`src/script_whitespace_minifier_top_assert.svh`:
```
`ifndef SCRIPT_WHITESPACE_MINIFIER_TOP_ASSERT_SVH
`define SCRIPT_WHITESPACE_MINIFIER_TOP_ASSERT_SVH

// same-cycle implication, clocked on i_clk, off during reset
`define SWM_ASSERT(label, ante, cons, msg) \
    label: assert property (@(posedge i_clk) disable iff (!i_rst_n) (ante) |-> (cons)) \
        else $error(msg);

// next-cycle implication
`define SWM_ASSERT_NEXT(label, ante, cons, msg) \
    label: assert property (@(posedge i_clk) disable iff (!i_rst_n) (ante) |=> (cons)) \
        else $error(msg);

`endif

```
`src/swm_pkg.sv`:
```
package swm_pkg;

    localparam logic [7:0] C_SEMI   = 8'h3B;
    localparam logic [7:0] C_LBRACE = 8'h7B;
    localparam logic [7:0] C_RBRACE = 8'h7D;
    localparam logic [7:0] C_LPAREN = 8'h28;
    localparam logic [7:0] C_RPAREN = 8'h29;
    localparam logic [7:0] C_LBRACK = 8'h5B;
    localparam logic [7:0] C_RBRACK = 8'h5D;
    localparam logic [7:0] C_COMMA  = 8'h2C;
    localparam logic [7:0] C_COLON  = 8'h3A;
    localparam logic [7:0] C_DQUOTE = 8'h22;
    localparam logic [7:0] C_SQUOTE = 8'h27;
    localparam logic [7:0] C_BSLASH = 8'h5C;
    localparam logic [7:0] C_SPACE  = 8'h20;
    localparam logic [7:0] C_TAB    = 8'h09;
    localparam logic [7:0] C_CR     = 8'h0D;
    localparam logic [7:0] C_NONE   = 8'h00;

    // one request's worth of results: 1..3 bytes, or a bare end marker
    typedef struct packed {
        logic [1:0]      cnt;
        logic [2:0][7:0] bytes;
        logic            bare;
        logic            done;
    } t_pkt;

    function automatic logic is_ws(input logic [7:0] c);
        return (c == C_SPACE) || ((c >= C_TAB) && (c <= C_CR));
    endfunction

    function automatic logic is_punct(input logic [7:0] c);
        return (c == C_SEMI) || (c == C_LBRACE) || (c == C_RBRACE) ||
               (c == C_LPAREN) || (c == C_RPAREN) || (c == C_LBRACK) ||
               (c == C_RBRACK) || (c == C_COMMA) || (c == C_COLON);
    endfunction

endpackage

```
`src/swm_if.sv`:
```
interface swm_in_if;
    logic       valid;
    logic       ready;
    logic [7:0] in_byte;
    logic       stream_last;

    modport source (output valid, output in_byte, output stream_last, input ready);
    modport sink   (input valid, input in_byte, input stream_last, output ready);
endinterface

interface swm_out_if;
    logic       valid;
    logic       ready;
    logic [7:0] out_byte;
    logic       byte_valid;
    logic       item_last;
    logic       stream_done;

    modport source (output valid, output out_byte, output byte_valid,
                    output item_last, output stream_done, input ready);
    modport sink   (input valid, input out_byte, input byte_valid,
                    input item_last, input stream_done, output ready);
endinterface

```
`src/swm_core.sv`:
```
module swm_core
    import swm_pkg::*;
(
    input  logic          i_clk,
    input  logic          i_rst_n,
    swm_in_if.sink        i_in,
    input  logic          i_room,
    output logic          o_push,
    output t_pkt          o_pkt
);

`include "script_whitespace_minifier_top_assert.svh"

    logic       r_dq, r_sq, r_esc, r_sp, r_semi;
    logic [7:0] r_lk;
    logic       n_dq, n_sq, n_esc, n_sp, n_semi;
    logic [7:0] n_lk;

    logic            acc;
    logic [7:0]      c;
    logic            last;
    logic            in_str;
    logic            held;
    logic [1:0]      n;
    logic [2:0][7:0] lst;

    assign i_in.ready = i_room;
    assign acc        = i_in.valid && i_room;
    assign c          = i_in.in_byte;
    assign last       = i_in.stream_last;

    always_comb begin
        n_dq  = r_dq;
        n_sq  = r_sq;
        n_esc = 1'b0;
        if (!r_esc) begin
            if (c == C_DQUOTE && !r_sq) begin
                n_dq = !r_dq;
            end else if (c == C_SQUOTE && !r_dq) begin
                n_sq = !r_sq;
            end else if (c == C_BSLASH) begin
                n_esc = 1'b1;
            end
        end
        in_str = n_dq || n_sq;

        lst  = '0;
        n    = 2'd0;
        held = r_semi;
        // deferred space from the previous request
        if (r_sp && !is_ws(c) && !is_punct(c)) begin
            if (held) begin
                lst[n] = C_SEMI;
                n      = n + 2'd1;
            end
            lst[n] = C_SPACE;
            n      = n + 2'd1;
            held   = 1'b0;
        end
        if (in_str || !is_ws(c)) begin
            if (held) begin
                lst[n] = C_SEMI;
                n      = n + 2'd1;
            end
            if (c == C_SEMI) begin
                held = 1'b1;
            end else begin
                held   = 1'b0;
                lst[n] = c;
                n      = n + 2'd1;
            end
        end
        n_semi = held;
        n_sp   = !in_str && is_ws(c) && (r_lk != C_NONE) && !is_ws(r_lk) && !is_punct(r_lk);
        n_lk   = (!in_str && !is_ws(c)) ? c : r_lk;
    end

    assign o_push    = acc && ((n != 2'd0) || last);
    assign o_pkt.cnt = (n == 2'd0) ? 2'd1 : n;
    assign o_pkt.bytes = lst;
    assign o_pkt.bare  = (n == 2'd0);
    assign o_pkt.done  = last;

    always_ff @(posedge i_clk) begin
        if (!i_rst_n || (acc && last)) begin
            r_dq   <= 1'b0;
            r_sq   <= 1'b0;
            r_esc  <= 1'b0;
            r_sp   <= 1'b0;
            r_semi <= 1'b0;
            r_lk   <= C_NONE;
        end else if (acc) begin
            r_dq   <= n_dq;
            r_sq   <= n_sq;
            r_esc  <= n_esc;
            r_sp   <= n_sp;
            r_semi <= n_semi;
            r_lk   <= n_lk;
        end
    end

    `SWM_ASSERT_NEXT(a_last_clears, acc && last,
        !r_dq && !r_sq && !r_esc && !r_sp && !r_semi && (r_lk == C_NONE),
        "state not cleared after final request")
    `SWM_ASSERT(a_quotes_excl, 1'b1, !(r_dq && r_sq), "both quote modes active")
    `SWM_ASSERT(a_bare_on_last, o_push && o_pkt.bare, last, "end marker on non-final request")
    `SWM_ASSERT(a_sp_outside, r_sp, !r_dq && !r_sq, "pending space inside a string")

endmodule

```
`src/swm_pktq.sv`:
```
module swm_pktq
    import swm_pkg::*;
#(
    parameter int D = 2
) (
    input  logic     i_clk,
    input  logic     i_rst_n,
    input  logic     i_push,
    input  t_pkt     i_pkt,
    output logic     o_room,
    swm_out_if.source o_out
);

`include "script_whitespace_minifier_top_assert.svh"

    localparam int PW = (D > 1) ? $clog2(D) : 1;
    localparam int CW = $clog2(D + 1);

    t_pkt          r_q [D];
    logic [PW-1:0] r_wp, r_rp;
    logic [CW-1:0] r_cnt;
    logic [1:0]    r_idx;

    t_pkt head;
    logic full, wr, step, fin, pop;

    assign head   = r_q[r_rp];
    assign full   = (r_cnt == CW'(D));
    assign o_room = !full;
    assign wr     = i_push && !full;

    assign o_out.valid       = (r_cnt != '0);
    assign o_out.out_byte    = head.bytes[r_idx];
    assign o_out.byte_valid  = !head.bare;
    assign o_out.item_last   = fin;
    assign o_out.stream_done = fin && head.done;

    assign fin  = (r_idx == head.cnt - 2'd1);
    assign step = o_out.valid && o_out.ready;
    assign pop  = step && fin;

    always_ff @(posedge i_clk) begin
        if (wr) begin
            r_q[r_wp] <= i_pkt;
        end
    end

    always_ff @(posedge i_clk) begin
        if (!i_rst_n) begin
            r_wp  <= '0;
            r_rp  <= '0;
            r_cnt <= '0;
            r_idx <= 2'd0;
        end else begin
            if (wr) begin
                r_wp <= (r_wp == PW'(D - 1)) ? '0 : r_wp + PW'(1);
            end
            if (pop) begin
                r_rp <= (r_rp == PW'(D - 1)) ? '0 : r_rp + PW'(1);
            end
            if (wr && !pop) begin
                r_cnt <= r_cnt + CW'(1);
            end else if (pop && !wr) begin
                r_cnt <= r_cnt - CW'(1);
            end
            if (step) begin
                r_idx <= fin ? 2'd0 : r_idx + 2'd1;
            end
        end
    end

    `SWM_ASSERT(a_cnt_bound, 1'b1, r_cnt <= CW'(D), "queue count overflow")
    `SWM_ASSERT(a_idx_idle, r_cnt == '0, r_idx == 2'd0, "result index moved while empty")
    `SWM_ASSERT(a_idx_range, o_out.valid, r_idx < head.cnt, "result index past packet")
    `SWM_ASSERT_NEXT(a_cnt_inc, wr && !pop, r_cnt == $past(r_cnt) + CW'(1), "lost push")

endmodule

```
`src/script_whitespace_minifier_top.sv`:
```
// channel  | dir | payload                                          | accept
// i_in     | in  | in_byte[7:0], stream_last                        | valid && ready
// o_out    | out | out_byte[7:0], byte_valid, item_last, stream_done | valid && ready
//
// One request is taken per cycle while the result queue has a free packet slot.
// A request yields 0..3 results, which are registered in the result queue.
// Results leave one per cycle while o_out.ready is high.
// i_rst_n is synchronous; the scan state also clears after a stream_last request.
// Output stalls back up through the Q_DEPTH-packet queue to i_in.ready.
module script_whitespace_minifier_top
    import swm_pkg::*;
#(
    parameter int Q_DEPTH = 2
) (
    input  logic       i_clk,
    input  logic       i_rst_n,
    swm_in_if.sink     i_in,
    swm_out_if.source  o_out
);

    logic room;
    logic push;
    t_pkt pkt;

    swm_core u_core (
        .i_clk   (i_clk),
        .i_rst_n (i_rst_n),
        .i_in    (i_in),
        .i_room  (room),
        .o_push  (push),
        .o_pkt   (pkt)
    );

    swm_pktq #(
        .D (Q_DEPTH)
    ) u_pktq (
        .i_clk   (i_clk),
        .i_rst_n (i_rst_n),
        .i_push  (push),
        .i_pkt   (pkt),
        .o_room  (room),
        .o_out   (o_out)
    );

endmodule

```
`src/flat_wrapper.sv`:
```
// flat-port wrapper written by rule: the top's interface ports become plain ports
module script_whitespace_minifier_top_flat import swm_pkg::*;
#(
    parameter int Q_DEPTH = 2
)
  (i_clk, i_rst_n, i_in_valid, i_in_in_byte, i_in_stream_last, i_in_ready, o_out_valid, o_out_out_byte, o_out_byte_valid, o_out_item_last, o_out_stream_done, o_out_ready);
  swm_in_if i_in_i ();
  swm_out_if o_out_i ();
  input  logic i_clk;
  input  logic i_rst_n;
  input wire logic [$bits(i_in_i.valid)-1:0] i_in_valid;
  input wire logic [$bits(i_in_i.in_byte)-1:0] i_in_in_byte;
  input wire logic [$bits(i_in_i.stream_last)-1:0] i_in_stream_last;
  output wire logic [$bits(i_in_i.ready)-1:0] i_in_ready;
  output wire logic [$bits(o_out_i.valid)-1:0] o_out_valid;
  output wire logic [$bits(o_out_i.out_byte)-1:0] o_out_out_byte;
  output wire logic [$bits(o_out_i.byte_valid)-1:0] o_out_byte_valid;
  output wire logic [$bits(o_out_i.item_last)-1:0] o_out_item_last;
  output wire logic [$bits(o_out_i.stream_done)-1:0] o_out_stream_done;
  input wire logic [$bits(o_out_i.ready)-1:0] o_out_ready;
  assign i_in_i.valid = i_in_valid;
  assign i_in_i.in_byte = i_in_in_byte;
  assign i_in_i.stream_last = i_in_stream_last;
  assign i_in_ready = i_in_i.ready;
  assign o_out_valid = o_out_i.valid;
  assign o_out_out_byte = o_out_i.out_byte;
  assign o_out_byte_valid = o_out_i.byte_valid;
  assign o_out_item_last = o_out_i.item_last;
  assign o_out_stream_done = o_out_i.stream_done;
  assign o_out_i.ready = o_out_ready;
  script_whitespace_minifier_top #(.Q_DEPTH(Q_DEPTH)) u_core (.i_clk(i_clk), .i_rst_n(i_rst_n), .i_in(i_in_i), .o_out(o_out_i));
endmodule
```
`config.mk`:
```
export PLATFORM = sky130hd
export DESIGN_NAME = script_whitespace_minifier_top_flat
export DESIGN_NICKNAME = d
export VERILOG_FILES = /design/src/swm_pkg.sv /design/src/swm_if.sv /design/src/swm_core.sv /design/src/swm_pktq.sv /design/src/script_whitespace_minifier_top.sv /design/src/flat_wrapper.sv
export VERILOG_INCLUDE_DIRS = /design/src /design/src/src
export SDC_FILE = /design/constraint.sdc
export NUM_CORES = 1
export LEC_CHECK = 0
export ABC_AREA = 1
export BUFFER_PORTS_ARGS = -buffer_cell sky130_fd_sc_hd__buf_2
export CAP_MARGIN = 20
export CORE_MARGIN = 2
export CORE_UTILIZATION = 45
export DETAILED_ROUTE_END_ITERATION = 8
export PLACE_DENSITY = 0.63
export SLEW_MARGIN = 20
export SYNTH_ARGS = -nofsm -noshare
export SYNTH_HDL_FRONTEND = slang
export SYNTH_SLANG_ARGS = --single-unit
```
`constraint.sdc`:
```
create_clock -name i_clk -period 7.58 [get_ports i_clk]
set_input_delay 2.274 -clock i_clk [delete_from_list [all_inputs] [get_ports i_clk]]
set_output_delay 2.274 -clock i_clk [all_outputs]
set_load 0.05 [all_outputs]
```
# Word level (Yosys, flattened, before mapping)
# Memory sizes are Yosys's and may differ from the RTL's. A register that Yosys moved wholly into a read port is not among the register bits.
# Cells that the tools add are included.
dict set report word_totals {
  regBits 19
  ramBits 56
  mem_count 1
  elab_cells 170
}
# memory depth width read_ports rd_ports_with_merged_regs wr line
set mem_list {}
lappend mem_list {u_core.u_pktq.r_q 2 28 1 1 1 swm_pktq.sv:19} ;# t_pkt r_q [D];
dict set report classes {
  eq_ne 25
  n_reduce_logical 63
  muxes 45
  addsub 9
  bitwise_logic 6
  magnitude_cmp 11
}
# cell n
set op_table {}
lappend op_table {{$mux W24} 5}
lappend op_table {{$eq A8 B6 Y1 const B} 14}
lappend op_table {{$eq A8 B7 Y1 const B} 9}
lappend op_table {{$demux W8 S2} 3}
lappend op_table {{$mux W8} 5}
lappend op_table {{$bwmux W24} 1}
lappend op_table {{$logic_and A1 B1 Y1} 23}
lappend op_table {{$logic_or A1 B1 Y1} 22}
lappend op_table {{$and A7 B21 Y21} 1}
lappend op_table {{$not A21 Y21} 1}
lappend op_table {{$mux W2} 10}
lappend op_table {{$mux W1} 19}
lappend op_table {{$bmux W8 S2} 1}
lappend op_table {{$ge A8 B4 Y1 const B} 2}
lappend op_table {{$le A8 B4 Y1 const B} 2}
lappend op_table {{$or A15 B15 Y15} 1}
lappend op_table {{$logic_not A1 Y1} 12}
lappend op_table {{$lt A2 B3 Y1 const B} 4}
lappend op_table {{$add A2 B1 Y2 const B} 5}
lappend op_table {{$and A9 B9 Y9} 1}
lappend op_table {{$not A9 Y9} 1}
lappend op_table {{$reduce_bool A8 Y1} 1}
lappend op_table {{$ge A2 B1 Y1 const B} 3}
lappend op_table {{$mux W6} 1}
lappend op_table {{other kinds (8)} 12}

# Longest topological paths before layout
# Gate-level depths: netlist of run 1.
dict set report logic_depth {
  word_depth 28
  ltp_mapped 21
  ltp_nobuf 21
}

# Hierarchy
# A second synthesis of run 1 with hierarchy kept.
dict set report hier_totals {
  hier_cells 421
  hier_area_um2 3836.2
}
# module cells_each n_inst area_per_inst_um2
set modules_own_cells {}
lappend modules_own_cells {swm_pktq 201 1 2502.4}
lappend modules_own_cells {swm_core 220 1 1333.8}

# Least setup slack after synthesis of run 1
# OpenSTA, ideal clock, no wires.
dict set report synth_timing {
  kind {in2reg}
  from {in i_in_in_byte[5]}
  to {mem u_core.u_pktq.r_q[0][0] (netlist bit) (enable)}
  stages 15
  arrival_ns 5.535
  required_ns 7.167
  setup_time_ns 0.413
  slack_ns 1.632
  cell_sequence {inv_2 > nor2_1 > nand2_1 > inv_1 > nand3_1 > nand2_1 > nor4_1 > ha_1 > clkbuf_1 > o21ai_1 > nor2_2 > nor2_2 > nand3_2 > nand2_1 > nor2_1}
}
dict set report synth_via {
  elab_chain_cells 24
  elab_cells_between_ends 51
  cone_classes {add/sub (2); order compare (2); eq/ne (12); mux (13); reduce/logical (22)}
}
# element line
set synth_rtl {}
lappend synth_rtl {{start, declared} flat_wrapper.sv:12} ;# input wire logic [$bits(i_in_i.in_byte)-1:0] i_in_in_byte;
lappend synth_rtl {{$eq A8 B6 Y1 or $eq A8 B7 Y1 (tied branches)} {swm_pkg.sv:33, swm_core.sv:65}}
lappend synth_rtl {{$logic_or A1 B1 Y1 (3 in a row)} swm_pkg.sv:33} ;# return (c == C_SEMI) || (c == C_LBRACE) || (c == C_RBRACE) ||
lappend synth_rtl {{$logic_or A1 B1 Y1 (3 in a row)} swm_pkg.sv:34} ;# (c == C_LPAREN) || (c == C_RPAREN) || (c == C_LBRACK) ||
lappend synth_rtl {{$logic_or A1 B1 Y1 (2 in a row)} swm_pkg.sv:35} ;# (c == C_RBRACK) || (c == C_COMMA) || (c == C_COLON);
lappend synth_rtl {{$logic_not A1 Y1} swm_core.sv:51} ;# if (r_sp && !is_ws(c) && !is_punct(c)) begin
lappend synth_rtl {{$logic_and A1 B1 Y1} swm_core.sv:51}
lappend synth_rtl {{$mux W2} swm_core.sv:51}
lappend synth_rtl {{$add A2 B1 Y2} swm_core.sv:63} ;# n = n + 2'd1;
lappend synth_rtl {{(+3 left out)} -}
lappend synth_rtl {{$mux W2} swm_core.sv:65} ;# if (c == C_SEMI) begin
lappend synth_rtl {{$mux W2 (*)} swm_core.sv:60} ;# if (in_str || !is_ws(c)) begin
lappend synth_rtl {{$reduce_bool A2 Y1 (*)} swm_core.sv:78} ;# assign o_push = acc && ((n != 2'd0) || last);
lappend synth_rtl {{$logic_or A1 B1 Y1 (*)} swm_core.sv:78}
lappend synth_rtl {{$logic_and A1 B1 Y1 (*)} swm_core.sv:78}
lappend synth_rtl {{$logic_and A1 B1 Y1 (*)} swm_pktq.sv:30} ;# assign wr = i_push && !full;
lappend synth_rtl {{$mux W1 (*)} swm_pktq.sv:43} ;# if (wr) begin
lappend synth_rtl {{$mux W1 (not written as such) (*)} swm_pktq.sv:44} ;# r_q[r_wp] <= i_pkt;
lappend synth_rtl {{end, declared} swm_pktq.sv:19}
# Mark *: on every way between the ends. The rest lies on a longest branch, timed or not. The select of a mux whose other input is x is not followed.

# Worst setup path in the final report of run 1
dict set report layout_timing {
  from {in i_in_in_byte[5]}
  to {reg u_core.u_pktq.r_cnt[1]}
}
dict set report layout_via {
  elab_chain_cells 25
  elab_cells_between_ends 54
  cone_classes {add/sub (2); order compare (2); eq/ne (12); mux (12); reduce/logical (26)}
}
# element line
set layout_rtl {}
lappend layout_rtl {{$eq A8 B6 Y1 or $eq A8 B7 Y1 (tied branches)} {swm_pkg.sv:33, swm_core.sv:65}}
lappend layout_rtl {{$logic_or A1 B1 Y1 (3 in a row)} swm_pkg.sv:33}
lappend layout_rtl {{$logic_or A1 B1 Y1 (3 in a row)} swm_pkg.sv:34}
lappend layout_rtl {{$logic_or A1 B1 Y1 (2 in a row)} swm_pkg.sv:35}
lappend layout_rtl {{$logic_not A1 Y1} swm_core.sv:51}
lappend layout_rtl {{$logic_and A1 B1 Y1} swm_core.sv:51}
lappend layout_rtl {{$mux W2} swm_core.sv:51}
lappend layout_rtl {{$add A2 B1 Y2} swm_core.sv:63}
lappend layout_rtl {{(+5 left out)} -}
lappend layout_rtl {{$reduce_bool A2 Y1 (*)} swm_core.sv:78}
lappend layout_rtl {{$logic_or A1 B1 Y1 (*)} swm_core.sv:78}
lappend layout_rtl {{$logic_and A1 B1 Y1 (*)} swm_core.sv:78}
lappend layout_rtl {{$logic_and A1 B1 Y1 (*)} swm_pktq.sv:30}
lappend layout_rtl {{via u_core.u_pktq.wr} swm_pktq.sv:25} ;# logic full, wr, step, fin, pop;
lappend layout_rtl {{$logic_not A1 Y1} swm_pktq.sv:63} ;# end else if (pop && !wr) begin
lappend layout_rtl {{$logic_and A1 B1 Y1} swm_pktq.sv:63}
lappend layout_rtl {{$reduce_bool A2 Y1 (no source line)} -}
lappend layout_rtl {{end signal, assigned} swm_pktq.sv:62} ;# r_cnt <= r_cnt + CW'(1);
lappend layout_rtl {{end signal, assigned} swm_pktq.sv:64} ;# r_cnt <= r_cnt - CW'(1);
lappend layout_rtl {{end, declared} swm_pktq.sv:21} ;# logic [CW-1:0] r_cnt;
# The timed path passes the listed nets; every way through them passes the cells marked *. The select of a mux whose other input is x is not followed.
# A chain may end at the register's enable or synchronous reset.

==> impl_metrics.tcl, run 1 <==
set metrics [dict create \
    synth_compound_area_share_pct 13.6 \
    ir_drop_uv 148 \
    clk_path_buf_depth 2 \
    synth_edf_count 56 \
    clock_skew_ns 0.00656 \
    antenna_cells 0 \
    grt.overflow.total 0 \
    drc_errors 0 \
    layout.nets 441 \
    worst_pin_slew_ns 1.00 \
    clk_pin_slew_ns 0.07 \
    critPathArrivalTime_ns 5.68 \
    crit_type "primary input to flip-flop" \
    critPathMaxStageDelay_ns 0.75 \
    place_congestion 0.958 \
    crit_chain "buf_2 > inv_2 > nor2_1 > nand2_1 > inv_1 > nand3_1 > nand2_1 > nor4_1 > ha_1 > inv_1 > nor3_1 > nor2_2 > nand3_2 > nand2_1 > inv_1 > ha_1 > a21oi_1 > o21ai_0 > o21ai_0 > a21oi_1" \
    slew_viol_final 0 \
    place_area_um2 3920 \
    synth_fp_nets 411 \
    port_buffers 25 \
    layout-drive-gt1-share_pct 16.0 \
    initial_core_util_pct 47.1 \
    postLayoutCellArea_um2 4120 \
    fmax_mhz 183 \
    p_per_area_nw_per_um2 323 \
    post_cts_buffers 0 \
    drt_pre_antenna_iters 4 \
    synth_fa_ha_area_share_pct 2.38 \
    synth-simple-area-share_pct 20.7 \
    post_cts_resized 0 \
    path_max_fanout 11 \
    critPathRequiredTime_ns 7.81 \
    grt_pass1_wl_um 12600 \
    ys_async_sr_fraction_pct 0 \
    wire_per_inst_um 15.0 \
    grt_max_degree 30 \
    drtIter0Drc 120 \
    synth_seq_cells 76 \
    netlist_instances 391 \
    ys_seq_area_share_pct 56.6 \
    grtUsageTotal_pct 19.0 \
    synth_top_area_share_pct 45.7 \
    ant_nets 0 \
    cts_tree "yes" \
    p_leak_nw 1.64 \
    ys_types 35 \
    min_path_type "flip-flop to flip-flop" \
    synth_area_leaders "edfxtp_1 46%, dfxtp_1 11%, nor2_1 6.8%" \
    maxCapViolCount 0 \
    ctsRootBufferMaster "clkbuf_8" \
    clock-sinks 76 \
    fp-row-count 32 \
    area_delta_synth_final_pct 12.1 \
    core_um2 7810 \
    final_common_cell "nor2_1" \
    fillers 741 \
    setup_tns_ns 0 \
    die_area_um2 8910 \
    end_kind "flip-flop" \
    finalCritPeriodShare_pct 72.0 \
    setup_violations 0 \
    synth_top_family_by_area "simple AND/OR/NAND/NOR gates" \
    htreeDepth 3 \
    whs_ns 0.483 \
    fin_crit_ns 5.45 \
    ctsHoldBuffers 0 \
    synth-xor-area-share_pct 0.714 \
    antenna_found_initial 0 \
    ys.flop_type "edfxtp_1" \
    die_x_um 94.4 \
    rsz0062_at_grt "no" \
    synth_area_leader_cell "edfxtp_1" \
    avgViaCountPerCell 5.31 \
    dp_hpwl_um 5630 \
    rrSetupSlack_ns 4.43 \
    synth_area_um2 3680 \
    hold_viol_final 0 \
    pin_count 26 \
    vias 2802 \
    syn_area_per_cell_um2 9.41 \
    grt_pass1_vias 2610 \
    totalWireLength_um 7910 \
    final_cell_mix "66 x nor2_1, 56 x edfxtp_1, 55 x nand2_1, 40 x o21ai_0, 38 x inv_1" \
    die_y_um 94.4 \
    ys_warn_count 0 \
    status "completed" \
    synth_mux_area_share_pct 0.544 \
    crit_slowest_cell "nor4_1" \
    slew_headroom_pct 33.2 \
    start_kind "primary input" \
    numCtsBuffers 9 \
    insertion_delay_ns 0.34 \
]
-- state kept, by name, summed over array words and instances (netlist names), named ones only --
| register | flops |
|---|---|
| u_core.u_core.r_dq | 1 |
| u_core.u_core.r_esc | 1 |
| u_core.u_core.r_lk | 8 |
| u_core.u_core.r_semi | 1 |
| u_core.u_core.r_sp | 1 |
| u_core.u_core.r_sq | 1 |
| u_core.u_pktq.r_cnt | 2 |
| u_core.u_pktq.r_idx | 2 |
| u_core.u_pktq.r_q | 56 |
| u_core.u_pktq.r_rp | 1 |
| u_core.u_pktq.r_wp | 1 |
-- layout make-up --
type                            instances  area (um^2)  area share, %
Tap cell                              102          128           3.09
Inverter                               43          161           3.91
Sequential cell                        76         2080           50.5
Multi-Input combinational cell        262         1400           33.9
Clock inverter                          7         67.6           1.64
Clock buffer                            9          124           3.00
Timing Repair Buffer                   29          163           3.94
-- metrics by stage --
stage | std cells | setup WS, ns | util, % | total power, mW
floorplan | 391 | 1.63 | - | 0.925
global placement | 511 | 1.65 | 50.2 | 1.04
detailed placement | 511 | 1.45 | 50.2 | 1.04
CTS | 527 | 1.82 | 52.6 | 1.34
global route | 528 | 1.72 | 52.8 | 1.40
finish | 528 | 2.13 | 52.8 | 1.33
-- where the power goes --
part	leakage, nW	switching [mW]	internal [mW]
Sequential	0.686	0.0466	0.525
Combinational	0.862	0.344	0.119
Clock	0.0910	0.147	0.150
-- cell families (layout without fill, tap and decap cells) --
kind of cell | Yosys count | in the layout
XOR/XNOR | 3 | 3
adder cells (fa/ha/maj) | 7 | 7
buffers and inverters | 53 | 88
flip-flops | 76 | 76
multiplexers | 2 | 2
AO/OA/AOI/OAI | 86 | 86
AND/OR/NAND/NOR | 164 | 164
-- routing by layer --
layer,track usage [%],vias up,routed length [um]
met2,30.5,75,3720
met1,24.9,1303,3500
met4,6.88,0,179
met3,4.95,18,504
met5,0,-,0
li1,-,1406,-
-- synth_stat cells, types with 4 or more instances --
cell,count
nor3_1,8
o32ai_1,8
nand2_2,4
nand3_1,10
nand2_1,55
dfxtp_1,20
ha_1,7
inv_1,38
nor2_1,67
o21ai_0,40
inv_2,4
clkbuf_1,9
edfxtp_1,56
nor2_4,4
a211oi_1,10
a21oi_1,21
-- worst max-delay path: cells and delay by family --
kind,cells,cell delay (ns)
buf+inv,5,0.51
compound gates,4,0.46
fa+ha+maj,2,0.74
simple gates,9,1.70
-- path summary, 6_finish.rpt --
kind	startpoint	to	cells after the start
max	i_in_in_byte[5]	u_core.u_pktq.r_cnt[1]	20
min	u_core.u_core.r_sp	u_core.u_core.r_sp	2
max reg2reg	u_core.u_core.r_sp	u_core.u_pktq.r_cnt[1]	14
min reg2reg	u_core.u_core.r_sp	u_core.u_core.r_sp	2
Power figures use the tool's default switching activity.
==> inputs of run 2 (changes only) <==
--- a/config.mk
+++ b/config.mk
@@ -12,7 +12,7 @@
 export CORE_MARGIN = 2
 export CORE_UTILIZATION = 45
 export DETAILED_ROUTE_END_ITERATION = 8
-export PLACE_DENSITY = 0.63
+export PLACE_DENSITY = 0.66
 export SLEW_MARGIN = 20
 export SYNTH_ARGS = -nofsm -noshare
 export SYNTH_HDL_FRONTEND = slang
==> constraint.sdc (replaced) <==
create_clock -name i_clk -period 4.8 [get_ports i_clk]
set_input_delay 1.44 -clock i_clk [delete_from_list [all_inputs] [get_ports i_clk]]
set_output_delay 1.44 -clock i_clk [all_outputs]
set_load 0.05 [all_outputs]
==> impl_metrics.tcl, run 2 (synthesis gave the netlist of run 1 again) <==
set metrics [dict create \
    cp_common_cell "nand2_1" \
    end_kind "flip-flop" \
    grt_pass1_wl_um 13300 \
    rrSetupSlack_ns 2.10 \
    initial_core_util_pct 47.1 \
    clk_path_buf_depth 2 \
    grt_pass1_vias 2643 \
    fp-row-count 32 \
    setup_violations 0 \
    clock_skew_ns 0.0121 \
    largest_reg_flops 56 \
    critPathRequiredTime_ns 5.05 \
    insertion_delay_ns 0.36 \
    grt_max_degree 30 \
    die_y_um 94.4 \
    place_congestion 0.850 \
    grt.overflow.total 0 \
    core_um2 7810 \
    wire_per_inst_um 15.1 \
    layout.nets 445 \
    ctsRootBufferMaster "clkbuf_8" \
    start_kind "primary input" \
    rsz0062_at_grt "no" \
    port_buffers 25 \
    critPathArrivalTime_ns 4.40 \
    dp_slack_ns 0.283 \
    post-route-worst-setup-slack_ns 0.650 \
    die_area_um2 8910 \
    register_area_um2 2080 \
    totalWireLength_um 8030 \
    crit_slowest_cell "nor4_1" \
    clk_pin_slew_ns 0.09 \
    postLayoutCellArea_um2 4170 \
    place_area_um2 3970 \
    fin_crit_ns 4.15 \
    status "completed" \
    die_x_um 94.4 \
    ctsHoldBuffers 0 \
    area_delta_synth_final_pct 13.5 \
    drtIter0Drc 157 \
    slew_viol_final 0 \
    cp-startpoint "i_in_in_byte[7]" \
    top_register "u_core.u_pktq.r_q" \
    layout-drive-gt1-share_pct 16.7 \
    min_to "u_core.u_core.r_sp" \
    clock-sinks 76 \
    ir_drop_uv 198 \
    worst_pin_slew_ns 0.750 \
    crit_type "primary input to flip-flop" \
    pin_count 26 \
    final_cell_mix "66 x nor2_1, 56 x edfxtp_1, 55 x nand2_1, 40 x o21ai_0, 38 x inv_1" \
    setup_tns_ns 0 \
    fillers 719 \
    final_common_cell "nor2_1" \
    p_leak_nw 1.67 \
    r2r-start "u_core.u_core.r_sp" \
    antenna_found_initial 0 \
    hp-start "u_core.u_core.r_sp" \
    reg2reg_depth 17 \
    maxCapViolCount 0 \
    avgViaCountPerCell 5.28 \
    rr_endpoint "u_core.u_pktq.r_cnt[1]" \
    grtUsageTotal_pct 19.8 \
    p_per_area_nw_per_um2 516 \
    finalNonFillerCells 532 \
    p_total_mw 2.15 \
    dp_hpwl_um 5620 \
    cts_tree "yes" \
    drt_pre_antenna_iters 5 \
    multi_input_area_um2 1400 \
    post_cts_buffers 0 \
    numCtsBuffers 9 \
    htreeDepth 3 \
    antenna_cells 0 \
    hold_viol_final 0 \
    finalCritPeriodShare_pct 86.5 \
    placed_cells 516 \
    ant_nets 0 \
    vias 2811 \
    post_cts_resized 0 \
    path_max_fanout 6 \
    critPathMaxStageDelay_ns 0.32 \
    min_path_type "flip-flop to flip-flop" \
    fmax_mhz 241 \
    slew_headroom_pct 50.0 \
    top_regs "u_core.u_pktq.r_q x56, u_core.u_core.r_lk x8" \
    min_path_cells 2 \
    drc_errors 0 \
    crit_chain "buf_2 > nor2_1 > nand2_1 > inv_1 > nand3_1 > nand2_1 > nor4_1 > buf_4 > ha_1 > inv_1 > nand2_1 > nand2_1 > nand2_1 > nand2_2 > nand3_2 > nand2_1 > inv_1 > ha_1 > a21oi_1 > o21ai_0 > o21ai_0 > a21oi_1" \
]
## run 2: how the worst max path moves through the flow
| stage | endpoint | slack [ns] | depth (start not counted) |
|---|---|---|---|
| 2_1_floorplan | u_core.u_pktq.r_q[0][0] | 0.14 | 15 |
| 3_3_place_gp | u_core.u_pktq.r_cnt[1] | 0.39 | 23 |
| 3_5_place_dp | u_core.u_pktq.r_cnt[1] | 0.28 | 23 |
| 4_1_cts | u_core.u_pktq.r_cnt[1] | 0.66 | 23 |
| 5_1_grt | u_core.u_pktq.r_cnt[1] | 0.43 | 23 |
| 6_report | u_core.u_pktq.r_cnt[1] | 0.65 | 22 |
## run 2: worst max-delay path: cells and delay by family
kind                       cells  cell delay (ns)
and+or+nand+nor               11             1.26
buffers and inverters          5             0.67
adders and majority gates      2             0.59
AOI/OAI and AO/OA              4             0.43
## run 2: power breakdown
part           switching (mW)  total, mW  internal [mW]
sequential             0.0502      0.878          0.828
clock                   0.268      0.517          0.249
combinational           0.566      0.759          0.193
## run 2: per-layer routing
| layer | track usage [%] | up-vias | wire length [um] |
|---|---|---|---|
| met3 | 3.19 | 9 | 294 |
| met2 | 31.9 | 59 | 3700 |
| met5 | 0 | - | 0 |
| met1 | 27.1 | 1318 | 3930 |
| li1 | - | 1425 | - |
| met4 | 7.37 | 0 | 111 |
## run 2: layout make-up
| class | instances | share of cell area, % |
|---|---|---|
| flip-flops and latches | 76 | 49.9 |
| multi-input cells | 262 | 33.5 |
| repair buffers | 33 | 4.74 |
| inverters | 43 | 3.87 |
| well taps | 102 | 3.06 |
| clock buffers | 9 | 2.97 |
| clock inverters | 7 | 1.98 |
## run 2: stage by stage
stage,hold slack (ns),utilization (%)
floorplan,0.445,-
global placement,0.467,50.8
detailed placement,0.471,50.8
CTS,0.485,53.5
global route,0.493,53.5
finish,0.485,53.5
